--- config.mk ---
export PLATFORM = sky130hd
export DESIGN_NAME = rc_link_frame_receiver
export DESIGN_NICKNAME = d
export VERILOG_FILES = /design/src/rtl/rcfr_pkg.sv /design/src/rtl/rc_link_frame_receiver.sv /design/src/rtl/rcfr_ram.sv /design/src/rtl/rcfr_csr.sv
export SDC_FILE = /design/constraint.sdc
export NUM_CORES = 1
export LEC_CHECK = 0
export BUFFER_PORTS_ARGS = -buffer_cell sky130_fd_sc_hd__clkbuf_2
export CAP_MARGIN = 40
export CORE_AREA = 2 2 220 309
export DETAILED_ROUTE_END_ITERATION = 7
export DIE_AREA = 0 0 222 311
export PLACE_DENSITY = 0.75
export SETUP_SLACK_MARGIN = 0.4
export SLEW_MARGIN = 20
export SYNTH_ARGS = -nofsm -noshare
export SYNTH_HDL_FRONTEND = slang
export SYNTH_SLANG_ARGS = --single-unit
--- constraint.sdc ---
create_clock -name clock -period 7.1 [get_ports clock]
set_input_delay 0.71 -clock clock [delete_from_list [all_inputs] [get_ports clock]]
set_output_delay 0.71 -clock clock [all_outputs]
set_load 0.005 [all_outputs]
--- src/rtl/rcfr_pkg.sv ---
// ============================================================================
// rcfr_pkg
// Shared types and constants of the radio-control link frame receiver.
// ============================================================================
package rcfr_pkg;

   localparam int MAX_FRAME_BYTES_DEF = 64;
   localparam int CHANNEL_COUNT_DEF   = 16;

   localparam int CSR_ADDR_W = 4;
   localparam int CSR_DATA_W = 32;

   localparam logic [1:0] REG_SYNC_BYTE     = 2'd0;
   localparam logic [1:0] REG_CHANNELS_TYPE = 2'd1;
   localparam logic [1:0] REG_STATS_TYPE    = 2'd2;
   localparam logic [1:0] REG_LINK_TIMEOUT  = 2'd3;

   localparam logic [7:0]  SYNC_BYTE_RST     = 8'd200;
   localparam logic [7:0]  CHANNELS_TYPE_RST = 8'd22;
   localparam logic [7:0]  STATS_TYPE_RST    = 8'd20;
   localparam logic [15:0] LINK_TIMEOUT_RST  = 16'd500;

   localparam logic [1:0] KIND_CHANNEL = 2'd0;
   localparam logic [1:0] KIND_STATS   = 2'd1;
   localparam logic [1:0] KIND_STATUS  = 2'd2;

   localparam logic CMD_BYTE  = 1'b0;
   localparam logic CMD_QUERY = 1'b1;

   localparam logic [7:0] CRC_POLY       = 8'hD5;
   localparam int         CHAN_MIN_TLEN  = 23;
   localparam int         STATS_MIN_TLEN = 11;
   localparam int         MIN_LEN        = 2;
   localparam int         CHANNEL_BITS   = 11;
   localparam int         PAYLOAD_START  = 3;

   typedef struct packed {
      logic [7:0]  sync_byte;
      logic [7:0]  channels_frame_type;
      logic [7:0]  stats_frame_type;
      logic [15:0] link_timeout_ms;
   } cfg_type;

endpackage

--- src/rtl/rc_link_frame_receiver.sv ---
// ============================================================================
// rc_link_frame_receiver
// Radio-control serial frame receiver with CRC-8 check and channel unpacking.
//
// Each input item is either a received serial byte or a link status query,
// both with a millisecond timestamp. Bytes are hunted for the sync value,
// length checked, written to a frame buffer RAM and run through a CRC-8.
// A byte that does not end a frame does not stall the input. A good
// channel frame stalls the input while a sequencer reads three buffer
// bytes per channel from the RAM (one read port, registered read) in
// states RD0 to RD3, then loads each channel item in state OUT.
// A statistics frame or a query gives one item through state EMIT.
// Every item leaves through an output register that holds while rsp_stall
// is high; the block keeps req_stall high until its result is loaded there.
// Reset returns the receiver to hunting, sets failsafe and clears the frame
// count, timestamp and link statistics. The buffer is not cleared, since
// every entry read belongs to the current frame.
// ============================================================================
module rc_link_frame_receiver
   import rcfr_pkg::*;
#(
   parameter int MAX_FRAME_BYTES = MAX_FRAME_BYTES_DEF,
   parameter int CHANNEL_COUNT   = CHANNEL_COUNT_DEF
) (
   input  logic                  clock,
   input  logic                  reset,
   input  logic                  req_valid,
   output logic                  req_stall,
   input  logic                  req_cmd,
   input  logic [7:0]            req_rx_byte,
   input  logic [31:0]           req_now_ms,
   output logic                  rsp_valid,
   input  logic                  rsp_stall,
   output logic [1:0]            rsp_kind,
   output logic [3:0]            rsp_channel_index,
   output logic [10:0]           rsp_channel_value,
   output logic signed [8:0]     rsp_rssi_dbm,
   output logic [7:0]            rsp_link_quality,
   output logic                  rsp_link_up,
   output logic                  rsp_failsafe,
   output logic [31:0]           rsp_frame_count,
   output logic [31:0]           rsp_last_frame_ms,
   output logic                  rsp_last,
   input  logic                  psel,
   input  logic                  penable,
   input  logic                  pwrite,
   input  logic [CSR_ADDR_W-1:0] paddr,
   input  logic [CSR_DATA_W-1:0] pwdata,
   output logic [CSR_DATA_W-1:0] prdata,
   output logic                  pready
);

   localparam int AW = $clog2(MAX_FRAME_BYTES);
   localparam int CW = (CHANNEL_COUNT > 1) ? $clog2(CHANNEL_COUNT) : 1;
   localparam logic [7:0]    LEN_MAX   = 8'(MAX_FRAME_BYTES - 2);
   localparam logic [7:0]    LEN_MIN   = 8'(MIN_LEN);
   localparam logic [AW-1:0] CHAN_LEN  = AW'(CHAN_MIN_TLEN);
   localparam logic [AW-1:0] STATS_LEN = AW'(STATS_MIN_TLEN);
   localparam logic [CW-1:0] CH_LAST   = CW'(CHANNEL_COUNT - 1);

   typedef enum logic [2:0] {
      ST_IDLE,
      ST_EMIT,
      ST_RD0,
      ST_RD1,
      ST_RD2,
      ST_RD3,
      ST_OUT
   } state_type;

   function automatic logic [7:0] crc8_step(input logic [7:0] crc, input logic [7:0] data);
      logic [7:0] c;
      c = crc ^ data;
      for (int k = 0; k < 8; k++) begin
         c = c[7] ? ((c << 1) ^ CRC_POLY) : (c << 1);
      end
      return c;
   endfunction

   cfg_type cfg;

   rcfr_csr u_csr (
      .clock   (clock),
      .reset   (reset),
      .psel    (psel),
      .penable (penable),
      .pwrite  (pwrite),
      .paddr   (paddr),
      .pwdata  (pwdata),
      .prdata  (prdata),
      .pready  (pready),
      .cfg     (cfg)
   );

   state_type       state_ff;
   logic [AW-1:0]   pos_ff;
   logic [AW-1:0]   frame_len_ff;
   logic [7:0]      crc_ff;
   logic [7:0]      type_ff;
   logic [7:0]      rssi_byte_ff;
   logic [7:0]      qual_byte_ff;
   logic            failsafe_ff;
   logic [31:0]     last_good_ff;
   logic [31:0]     good_frames_ff;
   logic [8:0]      rssi_ff;
   logic [7:0]      quality_ff;
   logic [31:0]     now_ff;
   logic [1:0]      emit_kind_ff;
   logic [CW-1:0]   ch_ff;
   logic [7:0]      off_ff;
   logic [23:0]     word_ff;

   logic            rsp_valid_ff;
   logic [1:0]      kind_ff;
   logic [3:0]      index_ff;
   logic [10:0]     value_ff;
   logic [8:0]      rssi_out_ff;
   logic [7:0]      quality_out_ff;
   logic            link_up_ff;
   logic            failsafe_out_ff;
   logic [31:0]     count_out_ff;
   logic [31:0]     last_ms_out_ff;
   logic            last_ff;

   logic            accept;
   logic            out_free;
   logic            out_load;
   logic [7:0]      crc_in;
   logic            frame_end;
   logic            ram_we;
   logic [AW-1:0]   ram_raddr;
   logic [AW-1:0]   rd_base;
   logic [7:0]      ram_rdata;
   logic [31:0]     age;
   logic            link_up_now;
   logic [10:0]     chan_value;

   assign req_stall = (state_ff != ST_IDLE);
   assign accept    = req_valid && !req_stall;
   assign out_free  = !rsp_valid_ff || !rsp_stall;
   assign out_load  = (state_ff == ST_EMIT || state_ff == ST_OUT) && out_free;
   assign crc_in    = crc8_step((pos_ff == AW'(2)) ? 8'd0 : crc_ff, req_rx_byte);
   assign frame_end = (pos_ff == AW'(frame_len_ff + AW'(1)));
   assign ram_we    = accept && (req_cmd == CMD_BYTE) && (pos_ff >= AW'(2));
   assign rd_base   = AW'(PAYLOAD_START) + AW'(off_ff >> 3);
   assign age       = now_ff - last_good_ff;
   assign link_up_now = !failsafe_ff && (last_good_ff != 32'd0) &&
                        (age <= {16'd0, cfg.link_timeout_ms});
   assign chan_value = CHANNEL_BITS'(word_ff >> off_ff[2:0]);

   always_comb begin
      case (state_ff)
         ST_RD1:  ram_raddr = AW'(rd_base + AW'(1));
         ST_RD2:  ram_raddr = AW'(rd_base + AW'(2));
         default: ram_raddr = rd_base;
      endcase
   end

   rcfr_ram #(
      .WIDTH (8),
      .DEPTH (MAX_FRAME_BYTES)
   ) u_frame_ram (
      .clock (clock),
      .we    (ram_we),
      .waddr (pos_ff),
      .wdata (req_rx_byte),
      .raddr (ram_raddr),
      .rdata (ram_rdata)
   );

   always_ff @(posedge clock) begin
      if (reset) begin
         state_ff       <= ST_IDLE;
         pos_ff         <= '0;
         frame_len_ff   <= '0;
         failsafe_ff    <= 1'b1;
         last_good_ff   <= '0;
         good_frames_ff <= '0;
         rssi_ff        <= '0;
         quality_ff     <= '0;
         rsp_valid_ff   <= 1'b0;
      end else begin
         if (out_load) begin
            rsp_valid_ff <= 1'b1;
         end else if (out_free) begin
            rsp_valid_ff <= 1'b0;
         end
         case (state_ff)
            ST_IDLE: begin
               if (accept) begin
                  if (req_cmd == CMD_QUERY) begin
                     now_ff       <= req_now_ms;
                     emit_kind_ff <= KIND_STATUS;
                     state_ff     <= ST_EMIT;
                  end else if (pos_ff == AW'(0)) begin
                     if (req_rx_byte == cfg.sync_byte) begin
                        pos_ff <= AW'(1);
                     end
                  end else if (pos_ff == AW'(1)) begin
                     if (req_rx_byte < LEN_MIN || req_rx_byte > LEN_MAX) begin
                        pos_ff <= '0;
                     end else begin
                        frame_len_ff <= AW'(req_rx_byte);
                        pos_ff       <= AW'(2);
                     end
                  end else begin
                     crc_ff <= crc_in;
                     if (pos_ff == AW'(2)) begin
                        type_ff <= req_rx_byte;
                     end
                     if (pos_ff == AW'(3)) begin
                        rssi_byte_ff <= req_rx_byte;
                     end
                     if (pos_ff == AW'(5)) begin
                        qual_byte_ff <= req_rx_byte;
                     end
                     if (frame_end) begin
                        pos_ff <= '0;
                        if (crc_ff == req_rx_byte) begin
                           if (type_ff == cfg.channels_frame_type &&
                               frame_len_ff > CHAN_LEN) begin
                              now_ff         <= req_now_ms;
                              last_good_ff   <= req_now_ms;
                              failsafe_ff    <= 1'b0;
                              good_frames_ff <= good_frames_ff + 32'd1;
                              ch_ff          <= '0;
                              off_ff         <= '0;
                              state_ff       <= ST_RD0;
                           end else if (type_ff == cfg.stats_frame_type &&
                                        frame_len_ff > STATS_LEN) begin
                              now_ff       <= req_now_ms;
                              rssi_ff      <= 9'd0 - {rssi_byte_ff[7], rssi_byte_ff};
                              quality_ff   <= qual_byte_ff;
                              if (qual_byte_ff == 8'd0) begin
                                 failsafe_ff <= 1'b1;
                              end
                              emit_kind_ff <= KIND_STATS;
                              state_ff     <= ST_EMIT;
                           end
                        end
                     end else begin
                        pos_ff <= AW'(pos_ff + AW'(1));
                     end
                  end
               end
            end
            ST_EMIT: begin
               if (out_free) begin
                  kind_ff      <= emit_kind_ff;
                  index_ff     <= '0;
                  value_ff     <= '0;
                  last_ff      <= 1'b1;
                  state_ff     <= ST_IDLE;
               end
            end
            ST_RD0: begin
               state_ff <= ST_RD1;
            end
            ST_RD1: begin
               word_ff[7:0] <= ram_rdata;
               state_ff     <= ST_RD2;
            end
            ST_RD2: begin
               word_ff[15:8] <= ram_rdata;
               state_ff      <= ST_RD3;
            end
            ST_RD3: begin
               word_ff[23:16] <= ram_rdata;
               state_ff       <= ST_OUT;
            end
            ST_OUT: begin
               if (out_free) begin
                  kind_ff      <= KIND_CHANNEL;
                  index_ff     <= 4'(ch_ff);
                  value_ff     <= chan_value;
                  last_ff      <= (ch_ff == CH_LAST);
                  if (ch_ff == CH_LAST) begin
                     state_ff <= ST_IDLE;
                  end else begin
                     ch_ff    <= CW'(ch_ff + CW'(1));
                     off_ff   <= 8'(off_ff + 8'(CHANNEL_BITS));
                     state_ff <= ST_RD0;
                  end
               end
            end
            default: begin
               state_ff <= ST_IDLE;
            end
         endcase
      end
   end

   always_ff @(posedge clock) begin
      if (out_load) begin
         rssi_out_ff     <= rssi_ff;
         quality_out_ff  <= quality_ff;
         link_up_ff      <= link_up_now;
         failsafe_out_ff <= failsafe_ff;
         count_out_ff    <= good_frames_ff;
         last_ms_out_ff  <= last_good_ff;
      end
   end

   assign rsp_valid         = rsp_valid_ff;
   assign rsp_kind          = kind_ff;
   assign rsp_channel_index = index_ff;
   assign rsp_channel_value = value_ff;
   assign rsp_rssi_dbm      = rssi_out_ff;
   assign rsp_link_quality  = quality_out_ff;
   assign rsp_link_up       = link_up_ff;
   assign rsp_failsafe      = failsafe_out_ff;
   assign rsp_frame_count   = count_out_ff;
   assign rsp_last_frame_ms = last_ms_out_ff;
   assign rsp_last          = last_ff;

endmodule

--- src/rtl/rcfr_ram.sv ---
// ============================================================================
// rcfr_ram
// Generic single-port-write, single-port-read RAM with a registered read.
// ============================================================================
module rcfr_ram #(
   parameter int WIDTH = 8,
   parameter int DEPTH = 64
) (
   input  logic                     clock,
   input  logic                     we,
   input  logic [$clog2(DEPTH)-1:0] waddr,
   input  logic [WIDTH-1:0]         wdata,
   input  logic [$clog2(DEPTH)-1:0] raddr,
   output logic [WIDTH-1:0]         rdata
);

   logic [WIDTH-1:0] mem_ff [DEPTH];
   logic [WIDTH-1:0] rdata_ff;

   always_ff @(posedge clock) begin
      if (we) begin
         mem_ff[waddr] <= wdata;
      end
      rdata_ff <= mem_ff[raddr];
   end

   assign rdata = rdata_ff;

endmodule

--- src/rtl/rcfr_csr.sv ---
// ============================================================================
// rcfr_csr
// Configuration registers of the frame receiver behind an APB-style port.
// ============================================================================
module rcfr_csr
   import rcfr_pkg::*;
(
   input  logic                  clock,
   input  logic                  reset,
   input  logic                  psel,
   input  logic                  penable,
   input  logic                  pwrite,
   input  logic [CSR_ADDR_W-1:0] paddr,
   input  logic [CSR_DATA_W-1:0] pwdata,
   output logic [CSR_DATA_W-1:0] prdata,
   output logic                  pready,
   output cfg_type               cfg
);

   cfg_type    cfg_ff;
   logic [1:0] reg_index;
   logic       wr_en;

   assign reg_index = paddr[3:2];
   assign pready    = 1'b1;
   assign wr_en     = psel && penable && pwrite;

   always_ff @(posedge clock) begin
      if (reset) begin
         cfg_ff.sync_byte           <= SYNC_BYTE_RST;
         cfg_ff.channels_frame_type <= CHANNELS_TYPE_RST;
         cfg_ff.stats_frame_type    <= STATS_TYPE_RST;
         cfg_ff.link_timeout_ms     <= LINK_TIMEOUT_RST;
      end else if (wr_en) begin
         case (reg_index)
            REG_SYNC_BYTE:     cfg_ff.sync_byte           <= pwdata[7:0];
            REG_CHANNELS_TYPE: cfg_ff.channels_frame_type <= pwdata[7:0];
            REG_STATS_TYPE:    cfg_ff.stats_frame_type    <= pwdata[7:0];
            REG_LINK_TIMEOUT:  cfg_ff.link_timeout_ms     <= pwdata[15:0];
            default: ;
         endcase
      end
   end

   always_comb begin
      case (reg_index)
         REG_SYNC_BYTE:     prdata = {24'd0, cfg_ff.sync_byte};
         REG_CHANNELS_TYPE: prdata = {24'd0, cfg_ff.channels_frame_type};
         REG_STATS_TYPE:    prdata = {24'd0, cfg_ff.stats_frame_type};
         REG_LINK_TIMEOUT:  prdata = {16'd0, cfg_ff.link_timeout_ms};
         default:           prdata = '0;
      endcase
   end

   assign cfg = cfg_ff;

endmodule

### Word level (Yosys, flattened, before mapping)

Memories as Yosys holds them, arrays and structs flattened. A register that Yosys moved wholly into a read port is not among the register bits.
Cells that the tools add are included.

* RAM bits: 512
* output and inout bits: 136
* word-level logic and storage cells: 239
* memories: 1
* flip-flop bits (word level): 341
* input bits: 84

* add/sub/neg operators: 10
* muxes and demuxes: 80
* magnitude comparators: 6
* reduce and logical (&&, ||, !) cells: 53
* shift-type cells: 1
* equality and inequality tests: 38
* bitwise gates (word level): 15

Memory list
* u_frame_ram.mem_ff: words 64, width 8, rd ports 1, clocked after Yosys merged registers in 1, write ports 1, RTL line rcfr_ram.sv:17 `logic [WIDTH-1:0] mem_ff [DEPTH];`

Operators with widths (count)
* $mux 32: 7
* $mux 8: 18
* $pmux 32 s4: 1
* $mux 4: 11
* $not 5->5: 8
* $add 32x1->32 const B: 1
* $eq 8x8->1: 4
* $le 32x16->1: 1
* $reduce_bool 32->1: 1
* $sub 32x32->32: 1
* $mux 3: 10
* $reduce_and 9->1: 3
* $ne 2x2->1 const B: 13
* $mux 6: 4
* $reduce_and 8->1: 3
* $shr 24x3->11: 1
* $mux 11: 2
* $pmux 11 s2: 1
* $pmux 3 s7: 1
* $reduce_and 7->1: 3
* $mux 2: 10
* $add 6x1->6 const B: 3
* $pmux 4 s2: 2
* $pmux 8 s2: 1
* other kinds (42): 93

### Depth between registers and ports, before layout

Gate-level depths: netlist of the first run.

* depth after elaboration: 19
* depth in mapped cells: 20
* gate-level depth less buffers: 20

### Cells and area by module

A second synthesis of the first run with hierarchy kept.

* cells, all modules: 2433
* area, all modules: 36565.1 µm²

By module, submodules not included
* rcfr_ram: instances 1, sequential area each 15534.9 µm², area an instance 20156.8 µm², cells each 940
* rc_link_frame_receiver: instances 1, sequential area each 7877.6 µm², area an instance 14308.7 µm², cells each 1279
* rcfr_csr: instances 1, sequential area each 800.8 µm², area an instance 2099.5 µm², cells each 214

### Worst setup path after synthesis of the first run

OpenSTA, ideal clock, no wires.

* path type: register to register
* from: register state_ff[2]
* to: register index_ff[0], in the netlist rsp_channel_index[0] (enable)
* path buffers: 1
* library setup time: 395 ps
* clock period less this slack: 6711 ps
* data arrival time: 6316 ps
* required time: 6705 ps
* cell stages (with the launch flop): 8
* setup slack: 389 ps
* cells stage by stage: dfxtp_1 buf_2 inv_1 nor2_1 nand2_1 a21boi_0 a21oi_1 nor2b_1

* word-level cells in the longest chain between the ends: 3
* elaborated cells between the ends (all ways): 6
* classes of those cells: 4 x eq/ne; 2 x reduce/logical

RTL lines
* start: declaration: RTL line rc_link_frame_receiver.sv:95 `state_type state_ff;`
* start signal: assignment: RTL line rc_link_frame_receiver.sv:173 `state_ff <= ST_IDLE;`
* start signal: assignment: RTL line rc_link_frame_receiver.sv:194 `state_ff <= ST_EMIT;`
* start signal: assignment: RTL line rc_link_frame_receiver.sv:228 `state_ff <= ST_RD0;`
* $eq 3x3->1 / $eq 3x1->1 (equally long branches): RTL line rc_link_frame_receiver.sv:188 `case (state_ff)`
* $ne 2x2->1 (no source line) / $reduce_bool 2->1 (equally long branches)
* $reduce_and 4->1 (no source line) *
* end signal: assignment: RTL line rc_link_frame_receiver.sv:274 `index_ff <= 4'(ch_ff);`
* end: declaration: RTL line rc_link_frame_receiver.sv:115 `logic [3:0] index_ff;`

Every way passes the cells marked *; elsewhere a longest branch is shown, timed or not.
A chain may end at the register's enable or synchronous reset.

### Final worst setup path of the first run

* from: register last_good_ff[1]
* to: register link_up_ff, in the netlist rsp_link_up (data pin)

* word-level cells in the longest chain between the ends: 3
* elaborated cells between the ends (all ways): 5
* classes of those cells: 1 x add/sub; 1 x order compare; 3 x reduce/logical

RTL lines
* start: declaration: RTL line rc_link_frame_receiver.sv:103 `logic [31:0] last_good_ff;`
* start signal: assignment: RTL line rc_link_frame_receiver.sv:223 `last_good_ff <= req_now_ms;`
* $sub 32x32->32 / $reduce_bool 32->1 (equally long branches): RTL line rc_link_frame_receiver.sv:146, rc_link_frame_receiver.sv:147
* $le 32x16->1 / $logic_and 1x1->1 (equally long branches): RTL line rc_link_frame_receiver.sv:148, rc_link_frame_receiver.sv:147
* $logic_and 1x1->1 *: RTL line rc_link_frame_receiver.sv:147 `assign link_up_now = !failsafe_ff && (last_good_ff != 32'd0) &&`
* named net link_up_now: RTL line rc_link_frame_receiver.sv:135 `logic link_up_now;`
* end signal: assignment: RTL line rc_link_frame_receiver.sv:297 `link_up_ff <= link_up_now;`
* end: declaration: RTL line rc_link_frame_receiver.sv:119 `logic link_up_ff;`

The timed path passes the listed nets; every way through them passes the cells marked *.

==> results of run 1 <==
## flip-flops by register name, indices dropped and copies added (netlist names), 9 cells and up
signal,count
u_csr.cfg,40
word_ff,18
rsp_rssi_dbm,9
good_frames_ff,32
now_ff,32
rsp_frame_count,32
rsp_channel_value,11
rssi_ff,9
u_frame_ram.mem_ff,512
rsp_last_frame_ms,32
last_good_ff,32
## layer usage
metal,up-vias,global-route usage,share of wire
li1,9508,-,-
met1,10700,0.285,0.37
met2,868,0.422,0.52
met3,182,0.0375,0.061
met4,2,0.124,0.050
met5,-,0,0.00013
## power by group
part           switching, mW  leakage, nW  internal, mW
clock                   1.84         1.24          2.39
combinational          0.219         4.85         0.113
sequential            0.0153         7.62          5.46
## cells by family after synthesis
family | Yosys count | share of synthesized area
other | 2 | 0.000208
AND/OR/NAND/NOR | 608 | 0.0792
AO/OA/AOI/OAI | 296 | 0.0537
adder cells (fa/ha/maj) | 62 | 0.0217
XOR/XNOR | 147 | 0.0357
buffers and inverters | 213 | 0.0254
flip-flops | 855 | 0.671
multiplexers | 229 | 0.113
## worst max-delay path: stages, from the launching register on
cell and delay (ns):
dfxtp_1 0.48, inv_1 0.08, ha_1 0.29, nor2b_1 0.14, o2111ai_1 0.28, nand2_1 0.16
a21o_1 0.23, nor2_1 0.23, o21bai_1 0.10, a21oi_1 0.18, xnor2_1 0.14, ha_1 0.26
nand4_1 0.13, o21ai_0 0.10, o221ai_1 0.18, nand3b_1 0.18, a211oi_2 0.20, o2111ai_1 0.16
nor4_1 0.46, nand4_1 0.17, nor4_2 0.27
## per-stage QoR
step | setup slack, ns | util | cell area, um^2 | instances | power, mW
after floorplan | 2.25 | - | 36200 | 2427 | 5.75
after global routing | 2.13 | 0.612 | 40600 | 3523 | 10.3
after detailed placement | 2.61 | 0.572 | 37900 | 3372 | 5.91
after global placement | 2.58 | 0.571 | 37800 | 3368 | 5.90
final | 2.51 | 0.612 | 40600 | 3523 | 10.0
after CTS | 2.56 | 0.611 | 40500 | 3514 | 10.1
## path summary, 6_finish.rpt
| path | start | endpoint | slack (ns) |
|---|---|---|---|
| setup / recovery | last_good_ff[1]$_SDFFE_PP0P_ | rsp_link_up$_DFFE_PP_ | 2.51 |
| hold / removal | req_now_ms[11] | now_ff[11]$_DFFE_PP_ | 0.28 |
| setup reg to reg | last_good_ff[1]$_SDFFE_PP0P_ | rsp_link_up$_DFFE_PP_ | 2.51 |
| hold reg to reg | u_frame_ram.rdata[7]$_DFF_P_ | word_ff[15]$_DFFE_PP_ | 0.43 |
## placed cells by master, fill, tap and decap left out, types with 61 or more instances in the layout
cell type    n
a21oi_1    105
clkbuf_16   80
clkbuf_2   183
dfxtp_1    146
edfxtp_1   709
ha_1        61
inv_1       81
mux2i_1     85
mux4_2     144
nand2_1    148
nor2_1     236
xnor2_1     82
xor2_1      63
## layout make-up
cell class | count | area [um^2]
clock inverter | 48 | 502
fill | 4775 | 25700
inverter | 85 | 322
timing repair buffer | 227 | 1320
clock buffer | 94 | 2060
tap | 855 | 1070
multi-input combinational | 1359 | 11100
sequential | 855 | 24200
==> flow_metrics.env, run 1 <==
export IMPL_grt_use_total=0.240
export IMPL_status="finished clean"
export IMPL_worstMarginPinSlew_ns=0.912
export IMPL_via_count=21200
export IMPL_ir_worst_vdd_uv=166
export IMPL_ioPinCount=220
export IMPL_die_width_um=222
export IMPL_p_leak_nw=13.7
export IMPL_final_max_slew_viol_count=0
export IMPL_fin_crit_sh=0.646
export IMPL_grt_max_degree=129
export IMPL_grt_pass1_vias=21500
export IMPL_ys_async_sr_fraction=0
export IMPL_placement_io_buffers=184
export IMPL_whs_ns=0.277
export IMPL_clock_sinks=855
export IMPL_cts_tree="yes"
export IMPL_ant_nets=0
export IMPL_synth_top_area_cell="edfxtp_1"
export IMPL_synth_cells=2412
export IMPL_rr_worst_depth=20
export IMPL_slew_headroom=0.385
export IMPL_critPathLaunchType="flop"
export IMPL_clockBufferDepth=3
export IMPL_rsz0062_at_grt="no"
export IMPL_arrival_ns=5.04
export IMPL_die_h_um=311
export IMPL_cts_root_buf="clkbuf_16"
export IMPL_maxCapViolations=0
export IMPL_cp_required_ns=7.55
export IMPL_dpl_hpwl_um=56000
export IMPL_post_cts_resized=0
export IMPL_drt_pass1_iter_count=7
export IMPL_routabilityCongestion=0.975
export IMPL_min_path_type="input pin to flop"
export IMPL_pwr_density_cell_nw_per_um2=247
export IMPL_cp_max_fo=5
export IMPL_layout_drive_gt1_share=0.195
export IMPL_syn_area_um2=36100
export IMPL_clk_pin_slew_worst_paths_ns=0.06
export IMPL_die_area_um2=69000
export IMPL_ys_seq_area_frac=0.671
export IMPL_yosysMostFrequentCell="edfxtp_1"
export IMPL_synth_warnings=0
export IMPL_htreeDepth=3
export IMPL_antenna_found_initial=2
export IMPL_grt_ovfl_total=0
export IMPL_hold_buffers=0
export IMPL_synthTopCellsByArea="edfxtp_1 (59%), mux4_2 (9.0%), dfxtp_1 (8.1%), nor2_1 (2.5%), mux2i_1 (2.4%)"
export IMPL_clock_latency_ns=0.64
export IMPL_finalHoldViolations=0
export IMPL_setup_violations=0
export IMPL_synth_commonest_cells="edfxtp_1 (709), nor2_1 (236), nand2_1 (148)"
export IMPL_routed_wl_um=82600
export IMPL_synth_distinct_cells=76
export IMPL_synth_avg_cell_area_um2=15.0
export IMPL_vias_per_cell=6.03
export IMPL_synth_edf_count=709
export IMPL_cts_setup_buffers=0
export IMPL_period_needed_ns=4.59
export IMPL_cts_buffers=77
export IMPL_synth_top_area_share=0.590
export IMPL_syn2layout_area_growth_pct=12.4
export IMPL_critPathKind="flop to flop"
export IMPL_drt_iter0_drc=2042
export IMPL_yosys_register_bits=855
export IMPL_rows=112
export IMPL_fin_tns_setup_ns=0
export IMPL_crit_path_end_kind="flop"
export IMPL_fmax_mhz=218
export IMPL_antennaDiodeCount=0
export IMPL_initial_core_util=0.545
export IMPL_final_nets=2751
export IMPL_wl_per_cell_um=23.4
export IMPL_holdPathStages=1
export IMPL_core_um2=66300
export IMPL_drc=0
export IMPL_grt_pass1_wl_um=127000
export IMPL_synthFlopType="edfxtp_1"
export IMPL_skew_ns=0.0247
Power figures use the tool's default switching activity.
==> inputs of run 2 (changes only) <==
==> constraint.sdc (replaced) <==
create_clock -name clock -period 3.9 [get_ports clock]
set_input_delay 0.39 -clock clock [delete_from_list [all_inputs] [get_ports clock]]
set_output_delay 0.39 -clock clock [all_outputs]
set_load 0.005 [all_outputs]
==> flow_metrics.env, run 2 (synthesized netlist as in run 1, its figures left out) <==
export IMPL_dpl_hpwl_um=58800
export IMPL_cts_root_buf="clkbuf_16"
export IMPL_wl_per_cell_um=24.0
export IMPL_holdPathStages=3
export IMPL_min_to="u_csr.cfg[0]$_SDFFE_PP0P_"
export IMPL_clockBufferDepth=3
export IMPL_clock_latency_ns=0.64
export IMPL_via_count=22300
export IMPL_grt_ovfl_total=0
export IMPL_grt_pass1_vias=22700
export IMPL_setup_ws_ns=-0.0572
export IMPL_hold_start="pwdata[0]"
export IMPL_grt_use_total=0.257
export IMPL_critPathKind="flop to flop"
export IMPL_top_register="u_frame_ram.mem_ff"
export IMPL_vias_per_cell=6.02
export IMPL_arrival_ns=4.42
export IMPL_fill_cells=4539
export IMPL_grt_pass1_wl_um=135000
export IMPL_final_common_cell="edfxtp_1"
export IMPL_seq_area_um2=24200
export IMPL_cts_tree="yes"
export IMPL_multi_input_area_um2=11200
export IMPL_final_nets=2919
export IMPL_drt_iter0_drc=2394
export IMPL_die_h_um=311
export IMPL_reg2reg_to="rsp_link_up$_DFFE_PP_"
export IMPL_drt_pass1_iter_count=5
export IMPL_slew_headroom=0.427
export IMPL_worstMarginPinSlew_ns=0.860
export IMPL_clk_pin_slew_worst_paths_ns=0.07
export IMPL_final_cell_mix="edfxtp_1 (709), nor2_1 (233), clkbuf_2 (183)"
export IMPL_period_needed_ns=3.96
export IMPL_routed_wl_um=88600
export IMPL_htreeDepth=3
export IMPL_fmax_mhz=253
export IMPL_largest_reg_flops=512
export IMPL_fin_tns_setup_ns=-0.0572
export IMPL_critPathLaunchType="flop"
export IMPL_rows=112
export IMPL_r2r_start="now_ff[0]$_DFFE_PP_"
export IMPL_utilization=0.639
export IMPL_antenna_found_initial=2
export IMPL_clock_sinks=855
export IMPL_cp_max_fo=2
export IMPL_rsz0062_at_grt="yes"
export IMPL_skew_ns=0.0335
export IMPL_p_leak_nw=14.7
export IMPL_grt_max_degree=87
export IMPL_finalHoldViolations=0
export IMPL_die_width_um=222
export IMPL_pwr_density_cell_nw_per_um2=442
export IMPL_die_area_um2=69000
export IMPL_ff2ff_setup_slack_ns=-0.06
export IMPL_syn2layout_area_growth_pct=17.4
export IMPL_placement_io_buffers=184
export IMPL_layout_drive_gt1_share=0.239
export IMPL_power_mw=18.7
export IMPL_status="finished with violations"
export IMPL_ioPinCount=220
export IMPL_ant_nets=0
export IMPL_crit_path_end_kind="flop"
export IMPL_maxCapViolations=0
export IMPL_cts_buffers=80
export IMPL_cp_required_ns=4.36
export IMPL_drc=0
export IMPL_min_path_type="input pin to flop"
export IMPL_core_um2=66300
export IMPL_final_max_slew_viol_count=0
export IMPL_setup_violations=1
export IMPL_failed_checks="negative setup slack"
export IMPL_fin_crit_sh=1.01
export IMPL_routabilityCongestion=0.953
export IMPL_initial_core_util=0.545
export IMPL_rr_worst_depth=20
export IMPL_ir_worst_vdd_uv=331
==> run 2: power breakdown <==
part	leakage (nW)	switching, mW	total [mW]	internal (mW)
combinational	5.70	0.419	0.669	0.250
clock	1.35	3.43	8.09	4.66
sequential	7.62	0.0307	9.97	9.94
==> run 2: cell type report <==
cell class,instances,area share
antenna,2,0.000118
clock buffer,106,0.0542
clock inverter,42,0.0108
inverter,85,0.00759
multi-input combinational,1359,0.264
sequential,855,0.572
tap,855,0.0253
timing repair buffer,392,0.0659
==> run 2: per-stage QoR <==
step | instances | hold slack [ns] | setup slack (ns) | cell area [um^2]
2_1_floorplan | 2427 | 0.404 | 0.408 | 36200
3_3_place_gp | 3489 | 0.415 | -0.322 | 38900
3_5_place_dp | 3489 | 0.418 | -0.313 | 38900
4_1_cts | 3685 | 0.00303 | -0.175 | 42200
5_1_grt | 3694 | 0.0264 | -0.254 | 42400
6_report | 3696 | 0.0354 | -0.0572 | 42400
==> run 2: how the worst max path moves through the flow <==
stage                                       startpoint                                 end  slack (ns)  cells after the start
after global placement             now_ff[0]$_DFFE_PP_               rsp_link_up$_DFFE_PP_       -0.32                     21
after floorplan               state_ff[2]$_SDFFE_PP0P_  rsp_channel_index[0]$_SDFFCE_PN0P_        0.41                      7
after CTS                          now_ff[0]$_DFFE_PP_               rsp_link_up$_DFFE_PP_       -0.17                     21
after global routing      last_good_ff[1]$_SDFFE_PP0P_               rsp_link_up$_DFFE_PP_       -0.25                     21
final                              now_ff[0]$_DFFE_PP_               rsp_link_up$_DFFE_PP_       -0.06                     20
after detailed placement           now_ff[0]$_DFFE_PP_               rsp_link_up$_DFFE_PP_       -0.31                     21
==> run 2: per-layer routing <==
metal | global-route usage | wire, um
met1 | 0.310 | 32900
met2 | 0.458 | 46100
met3 | 0.0370 | 5590
met4 | 0.115 | 4080
met5 | 0 | 0
==> run 2: critical path, cell delays in order, from the launching register on <==
cell       delay [ns]
edfxtp_1         0.36
inv_2            0.05
ha_4             0.15
fa_2             0.37
nand2b_4         0.17
a211oi_4         0.25
o21ai_1          0.11
nand2b_1         0.11
a21o_1           0.13
a21oi_2          0.05
xnor2_1          0.14
ha_1             0.31
nand4_1          0.13
nor2_1           0.19
nand3_1          0.15
a211oi_2         0.31
o2111ai_2        0.17
nor4_2           0.23
buf_4            0.16
nand4_1          0.09
nor4_2           0.14
==> run 2: timing repair <==
item	in CTS	in global routing
setup buffers	4	2
resized for setup	17	14
hold buffers	44	0
endpoints found under the setup margin	9	9
gates cloned	0	1
pin swaps	13	9
endpoints found under the hold margin	68	0
